===== src/sv/lfu_pkg.sv =====
// types, constants and helpers shared by the lfu cache modules
package lfu_pkg;

    localparam int DATA_W = 32;
    localparam int CAP_W  = 5;
    localparam logic [CAP_W-1:0] CAP_RESET = 5'd16;

    // request transaction
    typedef struct packed {
        logic                     mode;
        logic signed [DATA_W-1:0] lookup_key;
        logic signed [DATA_W-1:0] write_data;
    } lfu_in_t;

    // response transaction
    typedef struct packed {
        logic                     found;
        logic signed [DATA_W-1:0] read_data;
    } lfu_out_t;

    // one stored slot
    typedef struct packed {
        logic [DATA_W-1:0] key;
        logic [DATA_W-1:0] data;
        logic [DATA_W-1:0] count;
        logic [DATA_W-1:0] stamp;
    } lfu_entry_t;

    localparam logic MODE_GET = 1'b0;
    localparam logic MODE_PUT = 1'b1;

    typedef enum logic [1:0] {
        ST_IDLE,
        ST_SCAN,
        ST_DRAIN,
        ST_COMMIT
    } lfu_state_t;

    // controller to datapath
    typedef struct packed {
        logic start;
        logic scan;
        logic commit;
    } lfu_cmd_t;

    // datapath to controller
    typedef struct packed {
        logic scan_last;
        logic is_get;
        logic out_free;
    } lfu_stat_t;

    // increment that stops at all ones
    function automatic logic [DATA_W-1:0] sat_inc(input logic [DATA_W-1:0] v);
        logic [DATA_W-1:0] r;
        r = (v == '1) ? v : v + 1'b1;
        return r;
    endfunction

endpackage


===== src/sv/lfu_ram.sv =====
// generic single-write, single-read ram with registered read data
module lfu_ram #(
    parameter int WIDTH = 128,
    parameter int DEPTH = 16,
    parameter int AW    = (DEPTH > 1) ? $clog2(DEPTH) : 1
) (
    input  logic             clk,
    input  logic             we,
    input  logic [AW-1:0]    waddr,
    input  logic [WIDTH-1:0] wdata,
    input  logic [AW-1:0]    raddr,
    output logic [WIDTH-1:0] rdata
);

    logic [WIDTH-1:0] mem [DEPTH];

    // write port and registered read port
    always_ff @(posedge clk)
    begin
        if (we)
        begin
            mem[waddr] <= wdata;
        end
        rdata <= mem[raddr];
    end

endmodule


===== src/sv/lfu_ctrl.sv =====
// sequencing state machine for the lfu cache
module lfu_ctrl (
    input  logic              clk,
    input  logic              rst_n,
    input  logic              in_valid,
    output logic              in_stall,
    input  lfu_pkg::lfu_stat_t stat,
    output lfu_pkg::lfu_cmd_t  cmd
);
    import lfu_pkg::*;

    lfu_state_t state_reg;
    lfu_state_t state_next;

    // state register
    always_ff @(posedge clk or negedge rst_n)
    begin
        if (!rst_n)
        begin
            state_reg <= ST_IDLE;
        end
        else
        begin
            state_reg <= state_next;
        end
    end

    // next state
    always_comb
    begin
        state_next = state_reg;
        unique case (state_reg)
            ST_IDLE:
            begin
                if (in_valid)
                begin
                    state_next = ST_SCAN;
                end
            end
            ST_SCAN:
            begin
                if (stat.scan_last)
                begin
                    state_next = ST_DRAIN;
                end
            end
            ST_DRAIN:
            begin
                state_next = ST_COMMIT;
            end
            ST_COMMIT:
            begin
                if (!stat.is_get || stat.out_free)
                begin
                    state_next = ST_IDLE;
                end
            end
            default:
            begin
                state_next = ST_IDLE;
            end
        endcase
    end

    // outputs
    always_comb
    begin
        in_stall   = 1'b1;
        cmd.start  = 1'b0;
        cmd.scan   = 1'b0;
        cmd.commit = 1'b0;
        unique case (state_reg)
            ST_IDLE:
            begin
                in_stall  = 1'b0;
                cmd.start = in_valid;
            end
            ST_SCAN:
            begin
                cmd.scan = 1'b1;
            end
            ST_DRAIN:
            begin
                cmd.scan = 1'b0;
            end
            ST_COMMIT:
            begin
                cmd.commit = !stat.is_get || stat.out_free;
            end
            default:
            begin
                in_stall = 1'b1;
            end
        endcase
    end

endmodule


===== src/sv/lfu_dp.sv =====
// datapath: entry ram, slot scan, victim search, update and response register
module lfu_dp #(
    parameter int ENTRIES = 16
) (
    input  logic                        clk,
    input  logic                        rst_n,
    input  logic                        cfg_valid,
    input  logic [lfu_pkg::CAP_W-1:0]   cfg_data,
    input  lfu_pkg::lfu_in_t            in_data,
    input  lfu_pkg::lfu_cmd_t           cmd,
    output lfu_pkg::lfu_stat_t          stat,
    output logic                        out_valid,
    input  logic                        out_stall,
    output lfu_pkg::lfu_out_t           out_data
);
    import lfu_pkg::*;

    localparam int IDXW = (ENTRIES > 1) ? $clog2(ENTRIES) : 1;
    localparam int FW   = $clog2(ENTRIES + 1);
    localparam int CMPW = (FW > CAP_W) ? FW : CAP_W;
    localparam int EW   = $bits(lfu_entry_t);

    // control state
    logic [ENTRIES-1:0]  valid_reg;
    logic [FW-1:0]       fill_reg;
    logic [CAP_W-1:0]    cap_reg;
    logic [DATA_W-1:0]   time_reg;
    logic [IDXW-1:0]     scan_addr_reg;
    logic                rd_pend_reg;
    logic                hit_reg;
    logic                have_reg;
    logic                free_found_reg;
    logic                out_valid_reg;

    // payload state
    lfu_in_t             req_reg;
    logic [IDXW-1:0]     rd_idx_reg;
    logic [IDXW-1:0]     hit_idx_reg;
    lfu_entry_t          hit_ent_reg;
    logic [IDXW-1:0]     best_idx_reg;
    lfu_entry_t          best_ent_reg;
    logic [IDXW-1:0]     free_idx_reg;
    lfu_out_t            out_data_reg;

    logic [EW-1:0]       ram_rdata;
    lfu_entry_t          rd_ent;
    logic                rd_vld;
    logic                key_eq;
    logic                worse;
    logic                out_free;

    logic [CMPW-1:0]     cap_eff;
    logic                evict;
    logic [DATA_W-1:0]   stamp_new;
    logic                wr_en;
    logic [IDXW-1:0]     wr_slot;
    lfu_entry_t          wr_ent;
    logic                put_new;

    lfu_ram #(
        .WIDTH (EW),
        .DEPTH (ENTRIES),
        .AW    (IDXW)
    ) u_ram (
        .clk   (clk),
        .we    (wr_en),
        .waddr (wr_slot),
        .wdata (wr_ent),
        .raddr (scan_addr_reg),
        .rdata (ram_rdata)
    );

    // compare the slot coming back from the ram
    always_comb
    begin
        rd_ent = lfu_entry_t'(ram_rdata);
        rd_vld = rd_pend_reg && valid_reg[rd_idx_reg];
        key_eq = (rd_ent.key == req_reg.lookup_key);
        if (rd_ent.count != best_ent_reg.count)
        begin
            worse = rd_ent.count < best_ent_reg.count;
        end
        else if (rd_ent.stamp != best_ent_reg.stamp)
        begin
            worse = rd_ent.stamp < best_ent_reg.stamp;
        end
        else
        begin
            worse = $signed(rd_ent.key) < $signed(best_ent_reg.key);
        end
    end

    // clamp capacity to 1..ENTRIES
    always_comb
    begin
        if (cap_reg == '0)
        begin
            cap_eff = CMPW'(1);
        end
        else if (CMPW'(cap_reg) > CMPW'(ENTRIES))
        begin
            cap_eff = CMPW'(ENTRIES);
        end
        else
        begin
            cap_eff = CMPW'(cap_reg);
        end
        evict = CMPW'(fill_reg) >= cap_eff;
    end

    // update of the chosen slot
    always_comb
    begin
        stamp_new = sat_inc(time_reg);
        put_new   = 1'b0;
        wr_slot   = hit_idx_reg;
        wr_ent    = hit_ent_reg;
        wr_en     = 1'b0;
        if (hit_reg)
        begin
            wr_ent.count = sat_inc(hit_ent_reg.count);
            wr_ent.stamp = stamp_new;
            if (req_reg.mode == MODE_PUT)
            begin
                wr_ent.data = req_reg.write_data;
            end
            wr_en = cmd.commit;
        end
        else if (req_reg.mode == MODE_PUT)
        begin
            wr_slot      = evict ? best_idx_reg : free_idx_reg;
            wr_ent.key   = req_reg.lookup_key;
            wr_ent.data  = req_reg.write_data;
            wr_ent.count = DATA_W'(1);
            wr_ent.stamp = stamp_new;
            put_new      = cmd.commit && (evict ? have_reg : free_found_reg);
            wr_en        = put_new;
        end
    end

    assign out_free       = !out_valid_reg || !out_stall;
    assign stat.scan_last = (scan_addr_reg == IDXW'(ENTRIES - 1));
    assign stat.is_get    = (req_reg.mode == MODE_GET);
    assign stat.out_free  = out_free;
    assign out_valid      = out_valid_reg;
    assign out_data       = out_data_reg;

    // control registers
    always_ff @(posedge clk or negedge rst_n)
    begin
        if (!rst_n)
        begin
            valid_reg      <= '0;
            fill_reg       <= '0;
            cap_reg        <= CAP_RESET;
            time_reg       <= '0;
            scan_addr_reg  <= '0;
            rd_pend_reg    <= 1'b0;
            hit_reg        <= 1'b0;
            have_reg       <= 1'b0;
            free_found_reg <= 1'b0;
            out_valid_reg  <= 1'b0;
        end
        else
        begin
            if (cfg_valid)
            begin
                cap_reg <= cfg_data;
            end
            rd_pend_reg <= cmd.scan;
            if (cmd.start)
            begin
                scan_addr_reg  <= '0;
                hit_reg        <= 1'b0;
                have_reg       <= 1'b0;
                free_found_reg <= 1'b0;
            end
            else
            begin
                if (cmd.scan && !stat.scan_last)
                begin
                    scan_addr_reg <= scan_addr_reg + 1'b1;
                end
                if (rd_vld && key_eq)
                begin
                    hit_reg <= 1'b1;
                end
                if (rd_vld)
                begin
                    have_reg <= 1'b1;
                end
                if (rd_pend_reg && !valid_reg[rd_idx_reg])
                begin
                    free_found_reg <= 1'b1;
                end
            end
            // slot update
            if (wr_en)
            begin
                time_reg <= stamp_new;
            end
            if (put_new)
            begin
                valid_reg[wr_slot] <= 1'b1;
                if (!evict)
                begin
                    fill_reg <= fill_reg + 1'b1;
                end
            end
            // response register
            if (cmd.commit && stat.is_get)
            begin
                out_valid_reg <= 1'b1;
            end
            else if (!out_stall)
            begin
                out_valid_reg <= 1'b0;
            end
        end
    end

    // payload registers
    always_ff @(posedge clk)
    begin
        if (cmd.start)
        begin
            req_reg <= in_data;
        end
        rd_idx_reg <= scan_addr_reg;
        // first matching slot
        if (rd_vld && key_eq && !hit_reg)
        begin
            hit_idx_reg <= rd_idx_reg;
            hit_ent_reg <= rd_ent;
        end
        // victim: lowest count, then oldest stamp, then smallest key
        if (rd_vld && (!have_reg || worse))
        begin
            best_idx_reg <= rd_idx_reg;
            best_ent_reg <= rd_ent;
        end
        // lowest free slot
        if (rd_pend_reg && !valid_reg[rd_idx_reg] && !free_found_reg)
        begin
            free_idx_reg <= rd_idx_reg;
        end
        if (cmd.commit && stat.is_get)
        begin
            out_data_reg.found     <= hit_reg;
            out_data_reg.read_data <= hit_reg ? hit_ent_reg.data : '1;
        end
    end

endmodule


===== src/sv/lfu_cache.sv =====
// lfu_cache: key-value store with least-frequently-used replacement
//
// Request channel in_valid / in_stall / in_data carries a get (mode 0) or a
// put (mode 1). A get produces one response transaction on out_valid /
// out_stall / out_data (found, read_data; read_data is all ones on a miss).
// A put produces no response. Capacity is written on cfg_valid / cfg_ready
// (cfg_ready is always high) and must only change while the cache is idle.
//
// Each request runs from accept to the next accept through the scan, drain,
// commit and idle states: the entry ram has a single read port and is
// scanned one slot per cycle for the key match, the victim and the first
// free slot, then the drain state takes the last read, the commit state
// writes the slot and the idle state accepts the next request.
// A get response is loaded into the response register in the commit state.
//
// Reset clears all valid marks, the fill count and the global time, and sets
// the capacity to 16. While out_stall is high the response is held; a
// following request is still accepted and worked on, and a second get waits
// in its write-back cycle until the held response is taken.
module lfu_cache #(
    parameter int ENTRIES = 16
) (
    input  logic                        clk,
    input  logic                        rst_n,
    input  logic                        cfg_valid,
    output logic                        cfg_ready,
    input  logic [lfu_pkg::CAP_W-1:0]   cfg_data,
    input  logic                        in_valid,
    output logic                        in_stall,
    input  lfu_pkg::lfu_in_t            in_data,
    output logic                        out_valid,
    input  logic                        out_stall,
    output lfu_pkg::lfu_out_t           out_data
);
    import lfu_pkg::*;

    lfu_cmd_t  cmd;
    lfu_stat_t stat;

    assign cfg_ready = 1'b1;

    lfu_ctrl u_ctrl (
        .clk      (clk),
        .rst_n    (rst_n),
        .in_valid (in_valid),
        .in_stall (in_stall),
        .stat     (stat),
        .cmd      (cmd)
    );

    lfu_dp #(
        .ENTRIES (ENTRIES)
    ) u_dp (
        .clk       (clk),
        .rst_n     (rst_n),
        .cfg_valid (cfg_valid && cfg_ready),
        .cfg_data  (cfg_data),
        .in_data   (in_data),
        .cmd       (cmd),
        .stat      (stat),
        .out_valid (out_valid),
        .out_stall (out_stall),
        .out_data  (out_data)
    );

endmodule


===== config.mk =====
export PLATFORM = sky130hd
export DESIGN_NAME = lfu_cache
export DESIGN_NICKNAME = d
export VERILOG_FILES = /design/src/sv/lfu_pkg.sv /design/src/sv/lfu_ram.sv /design/src/sv/lfu_ctrl.sv /design/src/sv/lfu_dp.sv /design/src/sv/lfu_cache.sv
export SDC_FILE = /design/constraint.sdc
export NUM_CORES = 2
export LEC_CHECK = 0
export BUFFER_PORTS_ARGS = -buffer_cell sky130_fd_sc_hd__buf_2
export CORE_MARGIN = 3
export CORE_UTILIZATION = 57
export DETAILED_ROUTE_END_ITERATION = 7
export GPL_ROUTABILITY_DRIVEN = 0
export PLACE_DENSITY = 0.8
export SETUP_SLACK_MARGIN = 0.2
export SYNTH_ARGS = -nofsm -noshare
export SYNTH_HDL_FRONTEND = slang
export SYNTH_HIERARCHICAL = 1
export SYNTH_SLANG_ARGS = --single-unit
export TNS_END_PERCENT = 10

===== constraint.sdc =====
create_clock -name clk -period 13.08 [get_ports clk]
set_input_delay 2.616 -clock clk [delete_from_list [all_inputs] [get_ports clk]]
set_output_delay 2.616 -clock clk [all_outputs]
set_load 0.05 [all_outputs]

==> flow_summary.json <==
{
  "status": "finished clean",
  "internal-power_w": 0.01565,
  "clock.fmax_mhz": 161.4,
  "finalCritPeriodShare": 0.4737,
  "syn_area_um2": 98210,
  "cts_buffers": 233,
  "ctsResizeCount": 0,
  "leakage_nw": 35.93,
  "path_max_fanout": 51,
  "power.density_nw_per_um2": 198.8,
  "wl_per_cell_um": 31.32,
  "chipHeight_um": 421.1,
  "final_common_cell": "edfxtp_1",
  "synth-async-reset-ratio": 0.02671,
  "critical_path.max_stage_delay_ns": 0.92,
  "worstPathRequired_ns": 13.57,
  "crit_path_end_kind": "flip-flop",
  "ctsHtreeMaxLevel": 4,
  "worstMarginPinSlew_ns": 1.449,
  "critical_path.top_delay_family": "buffers and inverters",
  "hold_violations": 0,
  "vias": 50175,
  "via_per_inst": 6.615,
  "grt_pass1_vias": 52322,
  "post-route-drc-count": 0,
  "dp_hpwl_um": 117600,
  "fp.dieArea_um2": 177300,
  "cts_root_buf": "clkbuf_16",
  "io_pins": 111,
  "drt-pass1-iter-count": 6,
  "synth_warnings": 6,
  "yosysSeqAreaShare": 0.7728,
  "drive_above_1_share": 0.2205,
  "power_frac_seq": 0.470,
  "crit_chain": "buf_2, nand2_1, inv_1, a21boi_0, nand2_1, o21ai_2, or3b_2, nor3_4, buf_4, buf_4",
  "clk_pin_slew_ns": 0.07,
  "comb_power_share": 0.208,
  "layout_common_cells": "2382 x edfxtp_1, 477 x mux4_2, 290 x nand2_1",
  "synth-edff-count": 2382,
  "setup_viol": 0,
  "overflow": 0,
  "hp-class": "reg -> reg",
  "path_class": "in -> reg",
  "core-area_um2": 170200,
  "p_clk_frac": 0.322,
  "cp.arrival_ns": 6.69,
  "syn_to_final_growth_pct": 11.71,
  "io_buffers": 109,
  "cts_tree": "built",
  "clock_latency_ns": 0.87,
  "detail-route-antenna-nets": 0,
  "largest_reg_flops": 2048,
  "finalPower_w": 0.02181,
  "rsz0062_at_grt": "no",
  "swShare": 0.2828,
  "relSlewSlack": 0.03429,
  "nFillCells": 10392,
  "clock_skew_ns": 0.09485,
  "ir_drop_mv": 0.2241,
  "final_nets": 5262,
  "wl_um": 237600,
  "ys_types": 76,
  "cts_hold_buffers": 0,
  "period_needed_ns": 6.196,
  "track_usage": 0.2685,
  "syn_inst": 4836,
  "first_iter_violations": 7043,
  "dieWidth_um": 421.1,
  "avgSynthCellArea_um2": 20.31,
  "grt_max_degree": 119,
  "synthFlopType": "edfxtp_1",
  "cts.sinks": 2583,
  "path_buf_inv": 4,
  "cts_buffer_depth": 3,
  "post-cts-setup-buffers": 0,
  "slew_viol_final": 0,
  "holdWs_ns": 0.4022,
  "synth_seq_cells": 2583,
  "start_util": 0.5769,
  "cap_violations": 0,
  "grt_pass1_wl_um": 350900,
  "power_switching_w": 0.006168,
  "slowest_stage": "buf_4",
  "crit_path_start_kind": "primary input",
  "synth_nets": 5020,
  "antenna_found_initial": 5,
  "row_count": 151
}
-- power groups by stage --
stage	registers, W	clock network (W)	logic (W)
after floorplan	0.0102	0	0.00322
after global placement	0.0104	0	0.00426
after detailed placement	0.0104	0	0.00438
after CTS	0.0103	0.00709	0.00452
after global routing	0.0103	0.00737	0.00483
final	0.0103	0.00702	0.00454
-- through the flow --
step | worst slack (ns) | instances | cell area, µm² | utilization | setup TNS [ns]
finish | 6.884 | 7585 | 109700 | 0.6445 | 0
global placement | 6.087 | 7137 | 101700 | 0.5977 | 0
floorplan | -0.2924 | 4836 | 98210 | - | -109.12
global route | 6.815 | 7582 | 109700 | 0.6444 | 0
detailed placement | 6.076 | 7137 | 101700 | 0.5977 | 0
CTS | 6.942 | 7581 | 109700 | 0.6442 | 0
-- synthesized netlist by cell type, types with 27 or more instances --
cell type / count / area (µm²)
a21o_1: 30 / 225.2
a21oi_1: 90 / 450.4
a22oi_1: 219 / 1644
buf_2: 58 / 290.3
clkbuf_1: 116 / 435.4
dfrtp_1: 68 / 1702
dfxtp_1: 132 / 2643
edfxtp_1: 2382 / 71530
ha_1: 109 / 1364
inv_1: 115 / 431.7
mux2_2: 37 / 416.7
mux2i_1: 105 / 1051
mux4_2: 477 / 10740
nand2_1: 293 / 1100
nand2b_1: 45 / 281.5
nand3_1: 52 / 260.3
nand4_1: 36 / 225.2
nor2_1: 83 / 311.6
o211ai_1: 28 / 210.2
o21ai_0: 27 / 135.1
xnor2_1: 50 / 437.9
xor2_1: 51 / 446.7
-- cell families after synthesis --
family	share of synthesized area
multiplexers	0.1257
AO/OA/AOI/OAI	0.03339
other	0.00003818
AND/OR/NAND/NOR	0.02990
buffers and inverters	0.01526
XOR/XNOR	0.009007
flip-flops	0.7728
adder cells (fa/ha/maj)	0.01389
-- worst register-to-register path, delay by kind of cell (launching register included) --
family	cells	cell delay, ns
AOI/OAI and AO/OA	3	1.40
and+or+nand+nor	6	2.00
muxes	1	0.22
buffers and inverters	1	0.88
DFF	1	0.40
adders and majority gates	1	0.12
-- metal layers --
layer,GRT usage,up-vias,routed length [µm]
met5,0,-,25
met4,0.1125,4,9848
met3,0.04861,620,25620
met2,0.4386,3638,118500
met1,0.3617,25791,83610
li1,-,20122,-
-- final timing paths --
path                            cells past startpoint                          from  slack (ns)                           endpoint
worst min-delay path                                0  u_dp/u_ram/rdata[66]$_DFF_P_        0.40     u_dp/hit_ent_reg[66]$_DFFE_PP_
worst max register to register                     12   u_dp/cap_reg[2]$_DFFE_PN0P_        7.63    u_dp/u_ram/mem[9][73]$_DFFE_PP_
max in group asynchronous                           1                         rst_n       10.41  u_dp/scan_addr_reg[2]$_DFFE_PN0P_
min in group asynchronous                           1                         rst_n        1.94       u_dp/time_reg[2]$_DFFE_PN0P_
worst max-delay path                               10                     out_stall        6.88   u_dp/u_ram/mem[0][118]$_DFFE_PP_
worst min register to register                      0  u_dp/u_ram/rdata[66]$_DFF_P_        0.40     u_dp/hit_ent_reg[66]$_DFFE_PP_
-- final cells by class --
cell class	count	area, µm²	area share
clock inverter	149	1659	0.01512
antenna	3	7.507	0.00006843
sequential	2583	75920	0.6920
tap	2295	2872	0.02617
inverter	116	435.4	0.003969
timing repair buffer	220	1506	0.01373
multi-input combinational	1924	21040	0.1918
clock buffer	295	6266	0.05712
Note: power is estimated with default switching activity, not from simulation.
